## src/rtl/core/pwlr_pkg.sv

```systemverilog
// shared types, constants and codes for the pooling-window linear relaxation block
// no dependencies
package pwlr_pkg;

	localparam int WINDOW_SIZE = 4;
	localparam int FRAC_BITS   = 16;
	localparam int INDEX_BITS  = 20;
	localparam int BOUND_W     = 32;
	localparam int COEF_W      = FRAC_BITS + 1;
	localparam int CNT_W       = 3;
	localparam int DIV_W       = 34;
	localparam int STEP_W      = 6;

	localparam logic [COEF_W-1:0] ONE_Q      = COEF_W'(1) << FRAC_BITS;
	localparam logic [COEF_W-1:0] COEF_HALF  = ONE_Q >> 1;
	localparam logic [COEF_W-1:0] COEF_QUART = ONE_Q >> 2;
	localparam logic [COEF_W-1:0] COEF_THIRD = COEF_W'((1 << FRAC_BITS) / 3);

	localparam logic [2:0] CASE_FLAT  = 3'd0;
	localparam logic [2:0] CASE_ONE   = 3'd1;
	localparam logic [2:0] CASE_TWO   = 3'd2;
	localparam logic [2:0] CASE_THREE = 3'd3;
	localparam logic [2:0] CASE_FOUR  = 3'd4;
	localparam logic [2:0] CASE_AVG   = 3'd5;
	localparam logic [2:0] CASE_SHORT = 3'd6;

	typedef struct packed {
		logic [INDEX_BITS-1:0]     element_index;
		logic signed [BOUND_W-1:0] lower_bound;
		logic signed [BOUND_W-1:0] upper_bound;
		logic                      last_element;
	} element_t;

	typedef struct packed {
		logic [2:0]                case_code;
		logic [INDEX_BITS-1:0]     lower_index;
		logic [COEF_W-1:0]         lower_coeff;
		logic [INDEX_BITS-1:0]     upper_index_first;
		logic [COEF_W-1:0]         upper_coeff_first;
		logic [INDEX_BITS-1:0]     upper_index_second;
		logic [COEF_W-1:0]         upper_coeff_second;
		logic signed [BOUND_W-1:0] upper_const;
		logic signed [BOUND_W-1:0] bound_low;
		logic signed [BOUND_W-1:0] bound_high;
		logic [CNT_W-1:0]          element_count;
	} result_t;

	typedef enum logic [2:0] {
		ST_IDLE,
		ST_CLASSIFY,
		ST_DIV_GO,
		ST_DIV_WAIT,
		ST_MUL_A,
		ST_MUL_B,
		ST_EMIT
	} state_t;

	typedef enum logic [1:0] {
		JOB_C1,
		JOB_C2,
		JOB_LO,
		JOB_HI
	} job_t;

	typedef enum logic [1:0] {
		COEF_ZERO,
		COEF_ONE,
		COEF_DIV
	} coef_kind_t;

	typedef struct packed {
		logic accept;
		logic classify;
		logic div_start;
		logic div_capture;
		job_t div_job;
		logic mul_a;
		logic mul_b;
		logic emit;
	} ctrl_cmd_t;

	typedef struct packed {
		logic avg_mode;
		logic short_window;
		logic need_c1;
		logic need_c2;
		logic div_done;
	} dp_status_t;

endpackage

```

## src/rtl/core/pwlr_ctrl.sv

```systemverilog
// controller: sequences accept, classify, divisions, products and result emission
// depends on pwlr_pkg
module pwlr_ctrl (
	input  logic                  clk,
	input  logic                  arst_n,
	input  logic                  start,
	input  logic                  last_element,
	input  pwlr_pkg::dp_status_t  status,
	output pwlr_pkg::ctrl_cmd_t   cmd,
	output logic                  busy
);
	pwlr_pkg::state_t state_q, state_d;
	pwlr_pkg::job_t   job_q, job_d;

	always_ff @(posedge clk or negedge arst_n) begin
		if (!arst_n) begin
			state_q <= pwlr_pkg::ST_IDLE;
			job_q   <= pwlr_pkg::JOB_C1;
		end else begin
			state_q <= state_d;
			job_q   <= job_d;
		end
	end

	always_comb begin
		state_d     = state_q;
		job_d       = job_q;
		cmd         = '0;
		cmd.div_job = job_q;
		busy        = 1'b1;
		unique case (state_q)
			pwlr_pkg::ST_IDLE: begin
				busy = 1'b0;
				if (start) begin
					cmd.accept = 1'b1;
					if (last_element)
						state_d = pwlr_pkg::ST_CLASSIFY;
				end
			end
			pwlr_pkg::ST_CLASSIFY: begin
				cmd.classify = 1'b1;
				priority if (status.avg_mode) begin
					job_d   = pwlr_pkg::JOB_LO;
					state_d = pwlr_pkg::ST_DIV_GO;
				end else if (status.short_window) begin
					state_d = pwlr_pkg::ST_EMIT;
				end else if (status.need_c1) begin
					job_d   = pwlr_pkg::JOB_C1;
					state_d = pwlr_pkg::ST_DIV_GO;
				end else if (status.need_c2) begin
					job_d   = pwlr_pkg::JOB_C2;
					state_d = pwlr_pkg::ST_DIV_GO;
				end else begin
					state_d = pwlr_pkg::ST_MUL_A;
				end
			end
			pwlr_pkg::ST_DIV_GO: begin
				cmd.div_start = 1'b1;
				state_d       = pwlr_pkg::ST_DIV_WAIT;
			end
			pwlr_pkg::ST_DIV_WAIT: begin
				if (status.div_done) begin
					cmd.div_capture = 1'b1;
					unique case (job_q)
						pwlr_pkg::JOB_C1: begin
							if (status.need_c2) begin
								job_d   = pwlr_pkg::JOB_C2;
								state_d = pwlr_pkg::ST_DIV_GO;
							end else begin
								state_d = pwlr_pkg::ST_MUL_A;
							end
						end
						pwlr_pkg::JOB_C2: state_d = pwlr_pkg::ST_MUL_A;
						pwlr_pkg::JOB_LO: begin
							job_d   = pwlr_pkg::JOB_HI;
							state_d = pwlr_pkg::ST_DIV_GO;
						end
						default: state_d = pwlr_pkg::ST_EMIT;
					endcase
				end
			end
			pwlr_pkg::ST_MUL_A: begin
				cmd.mul_a = 1'b1;
				state_d   = pwlr_pkg::ST_MUL_B;
			end
			pwlr_pkg::ST_MUL_B: begin
				cmd.mul_b = 1'b1;
				state_d   = pwlr_pkg::ST_EMIT;
			end
			pwlr_pkg::ST_EMIT: begin
				cmd.emit = 1'b1;
				state_d  = pwlr_pkg::ST_IDLE;
			end
			default: state_d = pwlr_pkg::ST_IDLE;
		endcase
	end
endmodule

```

## config.mk

```make
export PLATFORM = sky130hd
export DESIGN_NAME = pwlr_ctrl
export DESIGN_NICKNAME = d
export VERILOG_FILES = /design/src/rtl/core/pwlr_pkg.sv /design/src/rtl/core/pwlr_ctrl.sv
export SDC_FILE = /design/constraint.sdc
export NUM_CORES = 1
export LEC_CHECK = 0
export BUFFER_PORTS_ARGS = -buffer_cell sky130_fd_sc_hd__buf_2
export CAP_MARGIN = 30
export CORE_AREA = 4 4 41 43
export CTS_CLUSTER_SIZE = 28
export DETAILED_ROUTE_END_ITERATION = 7
export DIE_AREA = 0 0 45 47
export GPL_TIMING_DRIVEN = 0
export HOLD_SLACK_MARGIN = 0.03
export SLEW_MARGIN = 20
export SYNTH_ARGS = -nofsm -noshare
export SYNTH_HDL_FRONTEND = slang
export SYNTH_SLANG_ARGS = --single-unit
```

## constraint.sdc

```tcl
create_clock -name clk -period 1.3 [get_ports clk]
set_input_delay 0.13 -clock clk [delete_from_list [all_inputs] [get_ports clk]]
set_output_delay 0.13 -clock clk [all_outputs]
set_load 0.1 [all_outputs]
```

==> metrics.md <==
| Metric | Value |
|---|---|
| Outcome | complete, but fails checks |
| Failing checks | negative setup slack |
| DRT Pass-1 Iters | 4 |
| Fmax | 656 MHz |
| R2R Path Start | state_q[2] |
| Sequential cell area | 130 um^2 |
| Max Buffers Root-to-Sink | 2 |
| Die ar. | 2120 um^2 |
| Largest net degree at the start of global routing | 9 |
| Hold wc startpoint | status[4] |
| Synth top area cells | dfrtp_1, inv_1, nor3b_1 |
| Finish-stage setup viols | 10 |
| Gpl congestion | 0.787 |
| Filler cell count in the final layout | 127 |
| Clock slew at reported path FFs | 0.04 ns |
| Fin nets | 89 |
| CTS tree | yes |
| Reg2reg end | state_q[1] |
| Core Area | 1300 um^2 |
| Syn_area_per_cell | 7.90 um^2 |
| Hold Path Sink | job_q[1] |
| Yosys top cell area share | 35.2% |
| Vias in the first global route | 479 |
| Period Utilization, post-route | 117% |
| RSZ-0062 raised after global routing | true |
| Vias per cell | 4.89 |
| Post-route ant nets | 0 |
| Grt ovf | 0 |
| Reg2Reg Depth | 4 |
| Slew @ Worst Pin | 0.490 ns |
| Initial DRC count | 11 |
| Pre-CTS setup slack | -0.326 ns |
| Clk_lat worst skew | ~0.24 ns |
| # port buffers | 18 |
| Max-slew violations | 0 |
| Simple-Gate Fraction of Synth Area | a little over a quarter |
| Layout cell share with drive strength beyond 1 | 65.8% |
| Sequential share of the synthesized area | 35.2% |
| Mapped Nets | 54 |
| # IOs | 19 |
| Worst min path class | input pin to flip-flop |
| Total global routing track utilization | 13.3% |
| Routed wire length | 1080 um |
| Die Height | between 40 and 50 um |
| CP Capture Type | primary output |
| Final Hold Viols | 0 |
| Synth Register Bits | 5 |
| Rows | 13 |
| Multi-input logic area | 299 um^2 |
| Initial Utilization | 27.3% |
| Initial antenna violation count | 0 |
| TritonCTS Buffers | 3 |
| Crit Path Class | flip-flop to primary output |
| Critical path arrival | 1.39 ns |
| Hold depth | 3 |
| Clk sinks | 5 |
| CP required | 1.17 ns |
| Post-synthesis mux area share | 0% |
| Final worst slack | -0.223 ns |
| Synthesized area | 355 um^2 |
| First-pass GRT wire length | 1990 um |
| Dpl hpwl | 773 um |
| CTS H-tree lvls | 1 |
| Max Cap Viol | 0 |
| Die W | 45 um |
| Critical path peak fanout | 5 |
| Synth cell types | 22 |
| Fin Clk Skew | 0.00456 ns |
| Root buf cell | clkbuf_4 |
| Final critical-path required period | 1.52 ns |
| Area leader, netlist | dfrtp_1 |
| YS warnings | 0 |
| Reg2reg setup slack | -0.03 ns |
| Adder-cell share of the synthesized area | 0% |
| Post-synthesis xor/xnor area fraction | 0% |
| Largest family of logic cells by synthesized area | compound AO/OA/AOI/OAI gates |
| DRC viols | 0 |
| DR WL/cell | between 10 and 15 um |
| P&R area growth vs syn | 135% |
| Relative slew slack | 67.6% |
| Complex-gate fraction of the synthesized area | 30.3% |
| Startpoint types | flip-flop |
| Synth Instances | 45 |
| Via count | 460 |
| # diodes | 0 |
layout make-up:
class / instances / share of cell area, %
buffer: 2 / 4.65
tap: 15 / 2.25
timing repair buffer: 30 / 35.3
multi-input combinational: 32 / 35.9
clock buffer: 4 / 3.15
sequential: 5 / 15.6
inverter: 6 / 3.15
worst max path at each step:
| stage | endpoint | slack [ns] | cells after the start | startpoint |
|---|---|---|---|---|
| after floorplan | cmd[8] | -0.47 | 3 | state_q[0] |
| after global placement | cmd[8] | -0.32 | 4 | state_q[0] |
| after detailed placement | cmd[8] | -0.33 | 4 | state_q[0] |
| after CTS | cmd[8] | -0.24 | 4 | state_q[0] |
| after global routing | cmd[7] | -0.29 | 4 | state_q[0] |
| final | cmd[8] | -0.22 | 4 | state_q[0] |
through the flow:
step,std cells,instance area (um^2),hold WS (ns),util (%),TNS [ns]
3_5_place_dp,78,568,-0.0527,43.7,-1.35
4_1_cts,94,832,0.183,63.9,-1.29
3_3_place_gp,78,568,-0.0530,43.7,-1.30
2_1_floorplan,45,459,-0.166,-,-1.56
5_1_grt,94,833,0.212,64.0,-1.82
6_report,94,833,0.198,64.0,-1.11
repair_timing:
action | CTS | global route
hold buffers | 1 | 0
gates resized for setup | 36 | 1
pin swaps | 9 | 1
endpoints found under the setup margin | 10 | 10
buffers inserted | 11 | 1
endpoints found under the hold margin | 5 | 0
routing by layer:
metal  share of wire [%]  global-route usage, %  up-vias
met1                  39                   15.0      209
met2                  52                   22.9       21
met5                   0                      0        -
met4                   0                   3.51        0
li1                    -                      -      230
met3                 8.4                   5.75        0
layout by cell type (no fill, tap or decap), types with 3 or more instances in the layout:
master	netlist	routed
a21oi_1	3	3
dfrtp_2	0	4
buf_2	0	10
nor2_4	0	3
clkbuf_4	0	3
buf_12	0	7
inv_1	6	5
buf_4	0	11
o21ai_1	4	4
critical path, stage by stage (launching register included):
cell,delay (ns)
dfrtp_1,0.38
clkbuf_8,0.15
or3_4,0.34
nor2_4,0.11
buf_12,0.18
synthesized netlist by cell type, drive strengths merged:
master   number
or4           1
or3b          1
inv           6
nor3          1
dfrtp         5
a311oi        1
nand2         3
o2111ai       1
nor2b         1
a21oi         3
nand2b        1
o311ai        1
o211a         1
a2111oi       1
o21bai        1
o21ai         5
or3           1
clkbuf        2
a2bb2oi       1
nor2          5
nor3b         3
logic make-up after synthesis:
kind of cell / after synthesis
and+or+nand+nor: 17
buffers and inverters: 8
AOI/OAI and AO/OA: 15
DFF: 5
sequential cells by signal, summed over array words and instances, names as in the netlist:
signal	count
job_q	2
state_q	3
Power is left out: the tool's default activity adds up to more than one toggle a clock period on the data nets, which glitch-free logic cannot reach.
